--- src/pts_pkg.sv ---
// Shared types and constants for the periodic task tick scheduler.
package pts_pkg;

   localparam int NUM_SLOTS_DEF = 8;
   localparam logic [7:0] OVF_PER_TICK_RESET = 8'd10;

   typedef enum logic [1:0] {
      OP_TICK    = 2'd0,
      OP_CREATE  = 2'd1,
      OP_DELETE  = 2'd2,
      OP_SET_RUN = 2'd3
   } op_type;

   typedef enum logic [1:0] {
      ST_IDLE,
      ST_READ,
      ST_EXEC,
      ST_FLUSH
   } state_type;

   // write strobes from the sequencer to the slot table
   typedef struct packed {
      logic create_we;
      logic run_we;
      logic cd_we;
      logic clear_valid;
   } tbl_ctl_type;

endpackage

--- src/pts_table.sv ---
// Task slot table: valid flops plus handle, run, countdown and period memories.
module pts_table #(
   parameter int NUM_SLOTS = pts_pkg::NUM_SLOTS_DEF,
   parameter int IDX_W     = (NUM_SLOTS > 1) ? $clog2(NUM_SLOTS) : 1
) (
   input  logic                clock,
   input  logic                reset,
   input  pts_pkg::tbl_ctl_type tbl_ctl,
   input  logic [IDX_W-1:0]    wr_addr,
   input  logic [7:0]          wr_handle,
   input  logic                wr_running,
   input  logic [15:0]         wr_countdown,
   input  logic [15:0]         wr_period,
   input  logic [IDX_W-1:0]    rd_addr,
   output logic                rd_valid,
   output logic [7:0]          rd_handle,
   output logic                rd_running,
   output logic [15:0]         rd_countdown,
   output logic [15:0]         rd_period
);
   import pts_pkg::*;

   logic [NUM_SLOTS-1:0] valid_ff;
   logic [7:0]           handle_mem    [NUM_SLOTS];
   logic                 running_mem   [NUM_SLOTS];
   logic [15:0]          countdown_mem [NUM_SLOTS];
   logic [15:0]          period_mem    [NUM_SLOTS];

   logic                 rd_valid_ff;
   logic [7:0]           rd_handle_ff;
   logic                 rd_running_ff;
   logic [15:0]          rd_countdown_ff;
   logic [15:0]          rd_period_ff;

   always_ff @(posedge clock) begin
      if (reset) begin
         valid_ff <= '0;
      end else if (tbl_ctl.create_we) begin
         valid_ff[wr_addr] <= 1'b1;
      end else if (tbl_ctl.clear_valid) begin
         valid_ff[wr_addr] <= 1'b0;
      end
   end

   always_ff @(posedge clock) begin
      if (tbl_ctl.create_we) begin
         handle_mem[wr_addr] <= wr_handle;
         period_mem[wr_addr] <= wr_period;
      end
      if (tbl_ctl.create_we || tbl_ctl.run_we) begin
         running_mem[wr_addr] <= wr_running;
      end
      if (tbl_ctl.create_we || tbl_ctl.cd_we) begin
         countdown_mem[wr_addr] <= wr_countdown;
      end
   end

   always_ff @(posedge clock) begin
      rd_valid_ff     <= valid_ff[rd_addr];
      rd_handle_ff    <= handle_mem[rd_addr];
      rd_running_ff   <= running_mem[rd_addr];
      rd_countdown_ff <= countdown_mem[rd_addr];
      rd_period_ff    <= period_mem[rd_addr];
   end

   assign rd_valid     = rd_valid_ff;
   assign rd_handle    = rd_handle_ff;
   assign rd_running   = rd_running_ff;
   assign rd_countdown = rd_countdown_ff;
   assign rd_period    = rd_period_ff;

endmodule

--- src/pts_seq.sv ---
// Sequencer: prescaler, table walk with the shared countdown unit, result staging.
module pts_seq #(
   parameter int NUM_SLOTS = pts_pkg::NUM_SLOTS_DEF,
   parameter int IDX_W     = (NUM_SLOTS > 1) ? $clog2(NUM_SLOTS) : 1
) (
   input  logic                 clock,
   input  logic                 reset,
   input  logic                 csr_we,
   input  logic [7:0]           csr_wdata,
   input  logic                 req_valid,
   output logic                 req_ready,
   input  logic [1:0]           req_opcode,
   input  logic [2:0]           req_slot,
   input  logic [7:0]           req_task_handle,
   input  logic [15:0]          req_first_delay,
   output logic                 rsp_valid,
   input  logic                 rsp_ready,
   output logic [2:0]           rsp_fired_slot,
   output logic [7:0]           rsp_fired_handle,
   output logic                 rsp_last,
   output pts_pkg::tbl_ctl_type tbl_ctl,
   output logic [IDX_W-1:0]     wr_addr,
   output logic [15:0]          wr_countdown,
   output logic [IDX_W-1:0]     rd_addr,
   input  logic                 rd_valid,
   input  logic [7:0]           rd_handle,
   input  logic                 rd_running,
   input  logic [15:0]          rd_countdown,
   input  logic [15:0]          rd_period
);
   import pts_pkg::*;

   state_type        state_ff, state_in;
   logic [7:0]       ovf_cnt_ff, ovf_cnt_in, ovf_cnt_inc;
   logic [7:0]       ovf_cfg_ff, ovf_cfg_in;
   logic [IDX_W-1:0] walk_idx_ff, walk_idx_in;
   logic             walk_del_ff, walk_del_in;
   logic [7:0]       del_handle_ff, del_handle_in;
   logic             pend_valid_ff, pend_valid_in;
   logic [2:0]       pend_slot_ff, pend_slot_in;
   logic [7:0]       pend_handle_ff, pend_handle_in;
   logic             out_valid_ff, out_valid_in;
   logic [2:0]       out_slot_ff, out_slot_in;
   logic [7:0]       out_handle_ff, out_handle_in;
   logic             out_last_ff, out_last_in;

   op_type           op;
   logic             accept;
   logic             slot_ok;
   logic             tick_hit;
   logic             walk_last;
   logic             out_free;
   logic             step_cd;
   logic             fire;
   logic             del_hit;
   logic             proceed;
   logic [15:0]      sub_opnd;
   logic [15:0]      sub_res;

   assign op          = op_type'(req_opcode);
   assign accept      = req_valid && (state_ff == ST_IDLE);
   assign ovf_cnt_inc = ovf_cnt_ff + 8'd1;
   assign tick_hit    = (ovf_cnt_inc == ovf_cfg_ff);
   assign slot_ok     = (int'(req_slot) < NUM_SLOTS);
   assign walk_last   = (walk_idx_ff == IDX_W'(NUM_SLOTS - 1));
   assign out_free    = !out_valid_ff || rsp_ready;

   assign step_cd  = (state_ff == ST_EXEC) && !walk_del_ff && rd_valid && rd_running;
   assign fire     = step_cd && (rd_countdown == 16'd0);
   assign del_hit  = (state_ff == ST_EXEC) && walk_del_ff && rd_valid
                     && (rd_handle == del_handle_ff);
   // a second firing needs room to retire the staged one
   assign proceed  = !(fire && pend_valid_ff && !out_free);

   // shared decrement: reload from period on a firing, else count down
   assign sub_opnd = fire ? rd_period : rd_countdown;
   assign sub_res  = sub_opnd - 16'd1;

   assign rd_addr  = walk_idx_ff;

   // next state
   always_comb begin
      state_in = state_ff;
      case (state_ff)
         ST_IDLE: begin
            if (accept && ((op == OP_TICK && tick_hit) || op == OP_DELETE)) begin
               state_in = ST_READ;
            end
         end
         ST_READ: begin
            state_in = ST_EXEC;
         end
         ST_EXEC: begin
            if (proceed) begin
               if (!walk_last) begin
                  state_in = ST_READ;
               end else if (walk_del_ff) begin
                  state_in = ST_IDLE;
               end else begin
                  state_in = ST_FLUSH;
               end
            end
         end
         ST_FLUSH: begin
            if (!pend_valid_ff || out_free) begin
               state_in = ST_IDLE;
            end
         end
         default: begin
            state_in = ST_IDLE;
         end
      endcase
   end

   // table strobes
   always_comb begin
      tbl_ctl      = '0;
      wr_addr      = walk_idx_ff;
      wr_countdown = sub_res;
      case (state_ff)
         ST_IDLE: begin
            wr_addr      = IDX_W'(req_slot);
            wr_countdown = req_first_delay;
            if (accept && slot_ok) begin
               tbl_ctl.create_we = (op == OP_CREATE);
               tbl_ctl.run_we    = (op == OP_SET_RUN);
            end
         end
         ST_EXEC: begin
            if (proceed) begin
               tbl_ctl.cd_we       = step_cd;
               tbl_ctl.clear_valid = del_hit;
            end
         end
         default: begin
         end
      endcase
   end

   // datapath registers
   always_comb begin
      ovf_cnt_in     = ovf_cnt_ff;
      ovf_cfg_in     = csr_we ? csr_wdata : ovf_cfg_ff;
      walk_idx_in    = walk_idx_ff;
      walk_del_in    = walk_del_ff;
      del_handle_in  = del_handle_ff;
      pend_valid_in  = pend_valid_ff;
      pend_slot_in   = pend_slot_ff;
      pend_handle_in = pend_handle_ff;
      out_valid_in   = out_valid_ff && !rsp_ready;
      out_slot_in    = out_slot_ff;
      out_handle_in  = out_handle_ff;
      out_last_in    = out_last_ff;

      if (accept) begin
         walk_idx_in   = '0;
         walk_del_in   = (op == OP_DELETE);
         del_handle_in = req_task_handle;
         if (op == OP_TICK) begin
            ovf_cnt_in = tick_hit ? 8'd0 : ovf_cnt_inc;
         end
      end

      if (state_ff == ST_EXEC && proceed) begin
         if (!walk_last) begin
            walk_idx_in = walk_idx_ff + IDX_W'(1);
         end
         if (fire) begin
            if (pend_valid_ff) begin
               out_valid_in  = 1'b1;
               out_slot_in   = pend_slot_ff;
               out_handle_in = pend_handle_ff;
               out_last_in   = 1'b0;
            end
            pend_valid_in  = 1'b1;
            pend_slot_in   = 3'(walk_idx_ff);
            pend_handle_in = rd_handle;
         end
      end

      // end of walk: the staged firing is the last one of this tick
      if (state_ff == ST_FLUSH && pend_valid_ff && out_free) begin
         out_valid_in  = 1'b1;
         out_slot_in   = pend_slot_ff;
         out_handle_in = pend_handle_ff;
         out_last_in   = 1'b1;
         pend_valid_in = 1'b0;
      end
   end

   always_ff @(posedge clock) begin
      if (reset) begin
         state_ff      <= ST_IDLE;
         ovf_cnt_ff    <= 8'd0;
         ovf_cfg_ff    <= OVF_PER_TICK_RESET;
         walk_del_ff   <= 1'b0;
         pend_valid_ff <= 1'b0;
         out_valid_ff  <= 1'b0;
      end else begin
         state_ff      <= state_in;
         ovf_cnt_ff    <= ovf_cnt_in;
         ovf_cfg_ff    <= ovf_cfg_in;
         walk_del_ff   <= walk_del_in;
         pend_valid_ff <= pend_valid_in;
         out_valid_ff  <= out_valid_in;
      end
   end

   always_ff @(posedge clock) begin
      walk_idx_ff    <= walk_idx_in;
      del_handle_ff  <= del_handle_in;
      pend_slot_ff   <= pend_slot_in;
      pend_handle_ff <= pend_handle_in;
      out_slot_ff    <= out_slot_in;
      out_handle_ff  <= out_handle_in;
      out_last_ff    <= out_last_in;
   end

   assign req_ready        = (state_ff == ST_IDLE);
   assign rsp_valid        = out_valid_ff;
   assign rsp_fired_slot   = out_slot_ff;
   assign rsp_fired_handle = out_handle_ff;
   assign rsp_last         = out_last_ff;

`ifndef SYNTH
   a_flush_exit: assert property (@(posedge clock) disable iff (reset)
      (state_ff == ST_FLUSH) |=> (state_ff == ST_IDLE || state_ff == ST_FLUSH))
      else $error("flush state left to a walk state");

   a_no_pend_in_delete: assert property (@(posedge clock) disable iff (reset)
      (walk_del_ff && state_ff != ST_IDLE) |-> !pend_valid_ff)
      else $error("staged firing present during delete walk");

   a_flush_sets_last: assert property (@(posedge clock) disable iff (reset)
      (state_ff == ST_FLUSH && pend_valid_ff && out_free) |=> (out_valid_ff && out_last_ff))
      else $error("final firing of tick not marked last");

   a_stall_no_write: assert property (@(posedge clock) disable iff (reset)
      (state_ff == ST_EXEC && !proceed) |-> !(tbl_ctl.cd_we || tbl_ctl.clear_valid))
      else $error("table written while walk is stalled");
`endif

endmodule

--- src/periodic_task_tick_scheduler.sv ---
// Top level of the periodic task tick scheduler.
//
// Input channel req_*: one transaction per command (tick, create, delete by
// handle, set run flag). Result channel rsp_*: one transaction per task that
// fires on a scheduler tick, in slot order, rsp_last high on the final one.
// csr_we/csr_wdata write the overflows-per-tick prescaler limit (reset 10).
// Create, set run flag and a tick that does not reach the prescaler limit
// leave req_ready high; the next command follows at once.
// A tick that reaches the limit, and a delete, walk the slot table one slot
// per read/update pair (states READ, EXEC) through a single memory read
// port and one shared decrement unit; a tick ends in a closing FLUSH state
// that hands the last firing to the result register. NUM_SLOTS is 8 by
// default. req_ready is low during the walk.
// The last firing is held back one step so it can be tagged with rsp_last;
// a result register decouples rsp_*. When rsp_ready is low and a firing
// needs the occupied result register, the walk (or its FLUSH state) waits
// until the result is taken.
// Reset clears all slots, the prescaler count and the pending results.
module periodic_task_tick_scheduler #(
   parameter int NUM_SLOTS = pts_pkg::NUM_SLOTS_DEF
) (
   input  logic        clock,
   input  logic        reset,
   input  logic        csr_we,
   input  logic [7:0]  csr_wdata,
   input  logic        req_valid,
   output logic        req_ready,
   input  logic [1:0]  req_opcode,
   input  logic [2:0]  req_slot,
   input  logic [7:0]  req_task_handle,
   input  logic [15:0] req_first_delay,
   input  logic [15:0] req_period,
   input  logic        req_run_flag,
   output logic        rsp_valid,
   input  logic        rsp_ready,
   output logic [2:0]  rsp_fired_slot,
   output logic [7:0]  rsp_fired_handle,
   output logic        rsp_last
);
   import pts_pkg::*;

   localparam int IDX_W = (NUM_SLOTS > 1) ? $clog2(NUM_SLOTS) : 1;

   tbl_ctl_type      tbl_ctl;
   logic [IDX_W-1:0] wr_addr;
   logic [IDX_W-1:0] rd_addr;
   logic [15:0]      wr_countdown;
   logic             rd_valid;
   logic [7:0]       rd_handle;
   logic             rd_running;
   logic [15:0]      rd_countdown;
   logic [15:0]      rd_period;

   pts_seq #(
      .NUM_SLOTS (NUM_SLOTS),
      .IDX_W     (IDX_W)
   ) u_seq (
      .clock            (clock),
      .reset            (reset),
      .csr_we           (csr_we),
      .csr_wdata        (csr_wdata),
      .req_valid        (req_valid),
      .req_ready        (req_ready),
      .req_opcode       (req_opcode),
      .req_slot         (req_slot),
      .req_task_handle  (req_task_handle),
      .req_first_delay  (req_first_delay),
      .rsp_valid        (rsp_valid),
      .rsp_ready        (rsp_ready),
      .rsp_fired_slot   (rsp_fired_slot),
      .rsp_fired_handle (rsp_fired_handle),
      .rsp_last         (rsp_last),
      .tbl_ctl          (tbl_ctl),
      .wr_addr          (wr_addr),
      .wr_countdown     (wr_countdown),
      .rd_addr          (rd_addr),
      .rd_valid         (rd_valid),
      .rd_handle        (rd_handle),
      .rd_running       (rd_running),
      .rd_countdown     (rd_countdown),
      .rd_period        (rd_period)
   );

   pts_table #(
      .NUM_SLOTS (NUM_SLOTS),
      .IDX_W     (IDX_W)
   ) u_table (
      .clock        (clock),
      .reset        (reset),
      .tbl_ctl      (tbl_ctl),
      .wr_addr      (wr_addr),
      .wr_handle    (req_task_handle),
      .wr_running   (req_run_flag),
      .wr_countdown (wr_countdown),
      .wr_period    (req_period),
      .rd_addr      (rd_addr),
      .rd_valid     (rd_valid),
      .rd_handle    (rd_handle),
      .rd_running   (rd_running),
      .rd_countdown (rd_countdown),
      .rd_period    (rd_period)
   );

endmodule

--- config.mk ---
export PLATFORM = sky130hd
export DESIGN_NAME = periodic_task_tick_scheduler
export DESIGN_NICKNAME = d
export VERILOG_FILES = /design/src/pts_pkg.sv /design/src/pts_table.sv /design/src/pts_seq.sv /design/src/periodic_task_tick_scheduler.sv
export SDC_FILE = /design/constraint.sdc
export NUM_CORES = 1
export LEC_CHECK = 0
export BUFFER_PORTS_ARGS = -buffer_cell sky130_fd_sc_hd__buf_4
export CAP_MARGIN = 20
export CORE_MARGIN = 2
export CORE_UTILIZATION = 55
export CTS_CLUSTER_DIAMETER = 30
export DETAILED_ROUTE_END_ITERATION = 16
export PLACE_DENSITY = 0.74
export SLEW_MARGIN = 10
export SYNTH_ARGS = -nofsm -noshare
export SYNTH_HDL_FRONTEND = slang
export SYNTH_SLANG_ARGS = --single-unit
--- constraint.sdc ---
create_clock -name clock -period 4.65 [get_ports clock]
set_clock_uncertainty 0.15 [all_clocks]
set_input_delay 0.465 -clock clock [delete_from_list [all_inputs] [get_ports clock]]
set_output_delay 0.465 -clock clock [all_outputs]
set_load 0.02 [all_outputs]
# Yosys cells after proc, flatten, opt, wreduce, memory -nomap -nowiden

Memory sizes are Yosys's and may differ from the RTL's. A register that Yosys moved wholly into a read port is not among the register bits.
Index checks and enable logic that the tools add are counted.

Reduce and logical (&&, ||, !) cells: 41
Bitwise gates (word level): 3
Add/sub/neg operators: 3
$lt $le $gt $ge: 3
Equal/unequal tests: 12
Muxes and demuxes: 41

Operator list:

| kind                  | count |
|---|---|
| $mux 8                | 7 |
| $mux 16               | 2 |
| $mux 3                | 8 |
| $mux 2                | 9 |
| $logic_and 1x1->1     | 17 |
| $eq 8x8->1            | 2 |
| $logic_not 16->1      | 1 |
| $sub 16x1->16 const B | 1 |
| $mux 1                | 12 |
| $reduce_and 3->1      | 3 |
| $add 8x1->8 const B   | 1 |
| $and 8x8->8           | 1 |
| $eq 2x2->1 const B    | 4 |
| $lt 3x4->1 const B    | 2 |
| $not 8->8             | 1 |
| $or 8x8->8            | 1 |
| $pmux 2 s4            | 1 |
| $reduce_bool 2->1     | 4 |
| $logic_not 1->1       | 6 |
| $logic_or 1x1->1      | 5 |
| $eq 2x1->1 const B    | 2 |
| $logic_not 2->1       | 2 |
| $ne 2x1->1 const B    | 2 |
| $reduce_and 2->1      | 2 |
| 7 further kinds       | 7 |

Input bits: 59
Register bits after elaboration: 64
Logic and storage cells: 122
Memories: 4
RAM bits: 328

Memories:

| memory                | words | width | read ports | clocked after Yosys merged registers in | wr ports | RTL line        | source |
|---|---|---|---|---|---|---|---|
| u_table.countdown_mem | 8     | 16    | 1          | 1                                       | 1        | pts_table.sv:26 | `logic [15:0] countdown_mem [NUM_SLOTS];` |
| u_table.period_mem    | 8     | 16    | 1          | 1                                       | 1        | pts_table.sv:27 | `logic [15:0] period_mem [NUM_SLOTS];` |
| u_table.handle_mem    | 8     | 8     | 1          | 1                                       | 1        | pts_table.sv:24 | `logic [7:0] handle_mem [NUM_SLOTS];` |
| u_table.running_mem   | 8     | 1     | 1          | 1                                       | 1        | pts_table.sv:25 | `logic running_mem [NUM_SLOTS];` |

# Depth between registers and ports, before layout

Word-level depth: 12
Gate-level depth with buffers: 14
Mapped depth without buffers: 11

# Cells and area by module

A second synthesis with hierarchy kept.

Cells, all modules: 947
Area, all modules: 17101.4 um2

Modules (own cells, without submodules):

| module    | area each (um2) | cells an instance | times used | sequential area each (um2) |
|---|---|---|---|---|
| pts_table | 13782.0         | 593               | 1          | 10850.4 |
| pts_seq   | 3319.4          | 354               | 1          | 1401.3 |

# Worst setup path after synthesis

No wires, ideal clock.

Path kind: reg2reg
Start: register u_seq.state_ff[0]
End: memory u_table.countdown_mem[0][12], data pin
Buffers on the path: 3
Required time: 4.235 ns
Library setup time: 0.265 ns
Cell stages (with the launch flop): 15
Arrival: 3.262 ns
Setup slack: 0.973 ns
Period minus slack after synthesis: 3.677 ns
Cells stage by stage: dfxtp_1 buf_2 nand2b_1 nor4b_4 and3_1 buf_6 buf_12 a21oi_1 ha_1 or4b_4 or3_1 a31oi_1 nand4_1 xnor2_1 o21ai_0

Word-level cells in the longest chain between the ends: 8
Elaborated cells on any way between the ends: 9

Ends and longest elaborated chain:

| item                             | RTL line        | source |
|---|---|---|
| start: declaration               | pts_seq.sv:33   | `state_type state_ff, state_in;` |
| start signal: assignment         | pts_seq.sv:200  | `state_ff <= state_in;` |
| $eq 2x2->1                       | pts_seq.sv:68   | `assign step_cd = (state_ff == ST_EXEC) && !walk_del_ff && rd_valid && rd_running;` |
| $logic_and 1x1->1 (3 in series)  | pts_seq.sv:68   |  |
| $logic_and 1x1->1                | pts_seq.sv:69   | `assign fire = step_cd && (rd_countdown == 16'd0);` |
| $mux 16                          | pts_seq.sv:76   | `assign sub_opnd = fire ? rd_period : rd_countdown;` |
| $sub 16x1->16                    | pts_seq.sv:77   | `assign sub_res = sub_opnd - 16'd1;` |
| $mux 16 (*)                      | pts_seq.sv:120  | `case (state_ff)` |
| named net u_seq.wr_countdown[12] | pts_seq.sv:23   | `output logic [15:0] wr_countdown,` |
| end: declaration                 | pts_table.sv:26 |  |

The timed path passes the listed nets; every way through them passes the cells marked *.

# Final worst setup path

Start: register u_seq.state_ff[0]
End: memory u_table.countdown_mem[1][12], data pin

Same word-level chain as after synthesis.

==> results_dict.tcl <==
set metrics [dict create \
    core_area_um2 30400 \
    grt_use_total_pct 23.5 \
    stdcell_area_um2 21000 \
    swShare_pct 22.0 \
    max_freq_mhz 237 \
    critPathTopFamily "simple AND/OR/NAND/NOR gates" \
    gp_congestion 0.906 \
    hold_depth 2 \
    synthesis.area_um2 16900 \
    cts.sinks 433 \
    antenna_found_initial 0 \
    p_leak_nw 7.15 \
    outcome "finished, final reports clean" \
    finalSetupViolCount 0 \
    synth-seq-cells 433 \
    worstPathRequired_ns 4.78 \
    rsz0062_at_grt "false" \
    synth_top_cell_by_area "edfxtp_1" \
    vias 9335 \
    cp-end-kind "flop" \
    clockBufferDepth 3 \
    synth-edff-count 358 \
    p_comb_share_pct 5.3 \
    worstSetupStartpointType "flop" \
    overflow 0 \
    reg2regPathDepth 11 \
    path_class "reg2reg" \
    die_y_um 179 \
    nNetsFinal 1177 \
    final_common_cell "edfxtp_1" \
    p_total_mw 10.7 \
    ios 73 \
    synth.net_count 1013 \
    period_needed_ns 4.22 \
    clkLatencyLatePin_ns 0.58 \
    yosys_warnings 0 \
    worst-path-stages 11 \
    p_clk_share_pct 53.6 \
    crit_fanout 10 \
    maxCapViolCount 0 \
    dieArea_um2 32100 \
    synth_largest_type_area_fraction_pct 63.7 \
    syn_inst 950 \
    drive_gt1_share_pct 31.3 \
    fillers 1892 \
    worst_pin_slew_ns 1.00 \
    syn_area_per_cell_um2 17.8 \
    setup_tns_ns 0 \
    post_cts_buffers 0 \
    area_growth_pct 24.3 \
    placement.cell_area_um2 17900 \
    ctsResizeCount 0 \
    p_switching_mw 2.35 \
    path_cells "nand2b_1, nor4b_4, and3_1, a21oi_1, ha_1, or4b_4, or3_1, a31oi_1, nand4_1, xnor2_1, o21ai_0" \
    critPathSlowestCell "o21ai_0" \
    synth-seq-area-share_pct 72.6 \
    crit_buf_inv 0 \
    routed_wl_um 36600 \
    diodes 0 \
    numCtsBuffers 79 \
    pwr_density_cell_nw_per_um2 510 \
    synthArstFlopShare_pct 0 \
    grt_max_degree 65 \
    max_stage_delay_ns 0.57 \
    fin_util_pct 68.9 \
    wl_per_cell_um 23.2 \
    dpl.hpwl_um 19700 \
    num_rows 64 \
    path_clk_slew_ns 0.05 \
    worst_slack_ns 0.428 \
    drc 0 \
    p_int_mw 8.35 \
    tritoncts "built" \
    max-vdd-ir-drop_uv 308 \
    first_global_vias 9584 \
    synth_cell_types 65 \
    firstDrtPassIters 5 \
    relSlewSlack_pct 33.4 \
    post-place-ws_ns 0.576 \
    die_w_um 179 \
    htree_levels 3 \
    hold_viol_final 0 \
    hold_path.class "in2reg" \
    slew_violations 0 \
    start_util_pct 55.5 \
    sequentialPowerShare_pct 41.1 \
    synth_area_leaders "edfxtp_1, mux4_2, dfxtp_1, mux2_2, a21oi_1" \
    fin_crit_sh_pct 90.8 \
    synth_flop_cell "edfxtp_1" \
    port_buffers 72 \
    root_buffer "clkbuf_16" \
    first_iter_violations 837 \
    postRouteAntennaNets 0 \
    crit_arrival_ns 4.35 \
    grt_pass1_wl_um 55600 \
    mostFrequentLayoutCells "edfxtp_1, buf_4, mux4_2, clkbuf_16, dfxtp_1" \
    vias_per_cell 5.92 \
]
==> worst paths after layout <==
check | start | slack [ns] | end
setup / recovery | u_seq.state_ff[0] | 0.43 | u_table.countdown_mem[1][12]
hold / removal | csr_we | 0.08 | u_seq.ovf_cfg_ff[1]
setup reg to reg | u_seq.state_ff[0] | 0.43 | u_table.countdown_mem[1][12]
hold reg to reg | u_seq.pend_slot_ff[1] | 0.26 | u_seq.rsp_fired_slot[1]
==> per-layer routing <==
layer  GRT usage (%)  part of all wire, %
met5               0                    0
met3            3.88                  6.6
met4            8.06                  1.9
met1            31.8                   42
met2            39.2                   50
==> flip-flops by register name, indices dropped and copies added (netlist names), named ones only <==
register                count
u_table.rd_running          1
u_seq.pend_valid_ff         1
u_table.rd_period          16
u_seq.del_handle_ff         8
u_table.rd_valid            1
u_seq.ovf_cfg_ff            8
u_table.rd_countdown       16
u_table.rd_handle           8
u_seq.pend_slot_ff          3
u_seq.rsp_fired_handle      8
u_seq.pend_handle_ff        8
u_seq.rsp_valid             1
u_seq.rsp_fired_slot        3
u_table.period_mem        128
u_seq.rd_addr               3
u_table.handle_mem         64
u_seq.ovf_cnt_ff            8
u_table.countdown_mem     128
u_seq.state_ff              2
u_seq.rsp_last              1
u_table.running_mem         8
u_seq.walk_del_ff           1
==> power groups by stage <==
| stage | clock network [mW] | logic [mW] | registers, mW |
|---|---|---|---|
| global route | 5.99 | 0.610 | 4.41 |
| finish | 5.74 | 0.563 | 4.40 |
| global placement | 0 | 0.530 | 4.47 |
| floorplan | 0 | 0.379 | 4.43 |
| detailed placement | 0 | 0.537 | 4.47 |
| CTS | 5.81 | 0.569 | 4.40 |
==> stage by stage <==
| stage | instances | hold WS [ns] |
|---|---|---|
| finish | 1577 | 0.0836 |
| global route | 1577 | 0.0876 |
| CTS | 1577 | 0.0701 |
| detailed placement | 1396 | 0.256 |
| global placement | 1396 | 0.251 |
| floorplan | 950 | 0.250 |
==> synthesized netlist by cell type, types with 11 or more instances <==
master,instances
a21oi_1,40
nand3_1,15
nand2_1,47
xnor2_1,14
or3_1,11
dfxtp_1,75
edfxtp_1,358
clkbuf_1,32
mux2_2,43
nor2_1,53
nor3_1,14
xor2_1,18
mux4_2,84
o21ai_0,19
==> cell families (layout without fill, tap and decap cells) <==
group                      count (synthesis)  count (layout)  share of synthesized area, %
and+or+nand+nor                          191             191                          5.86
adders and majority gates                  4               4                         0.297
DFF                                      433             433                          72.6
muxes                                    136             136                          14.6
xor gates and xnor gates                  32              32                          1.66
AOI/OAI and AO/OA                         97              97                          3.54
buffers and inverters                     57             288                          1.44
==> what timing repair did <==
action,4_1_cts,5_1_grt
setup endpoints to repair,0,0
hold buffers,33,0
endpoints found under the hold margin,203,0
==> final cells by class <==
type	instances	area (µm²)	share of cell area (%)
clock buffers	97	2100	9.99
clock inverters	51	639	3.05
inverters	12	45.0	0.215
multi-input cells	460	4390	20.9
flip-flops and latches	433	12300	58.4
well taps	396	495	2.36
repair buffers	128	1060	5.03
No activity file was read; power rests on OpenSTA's default activity.
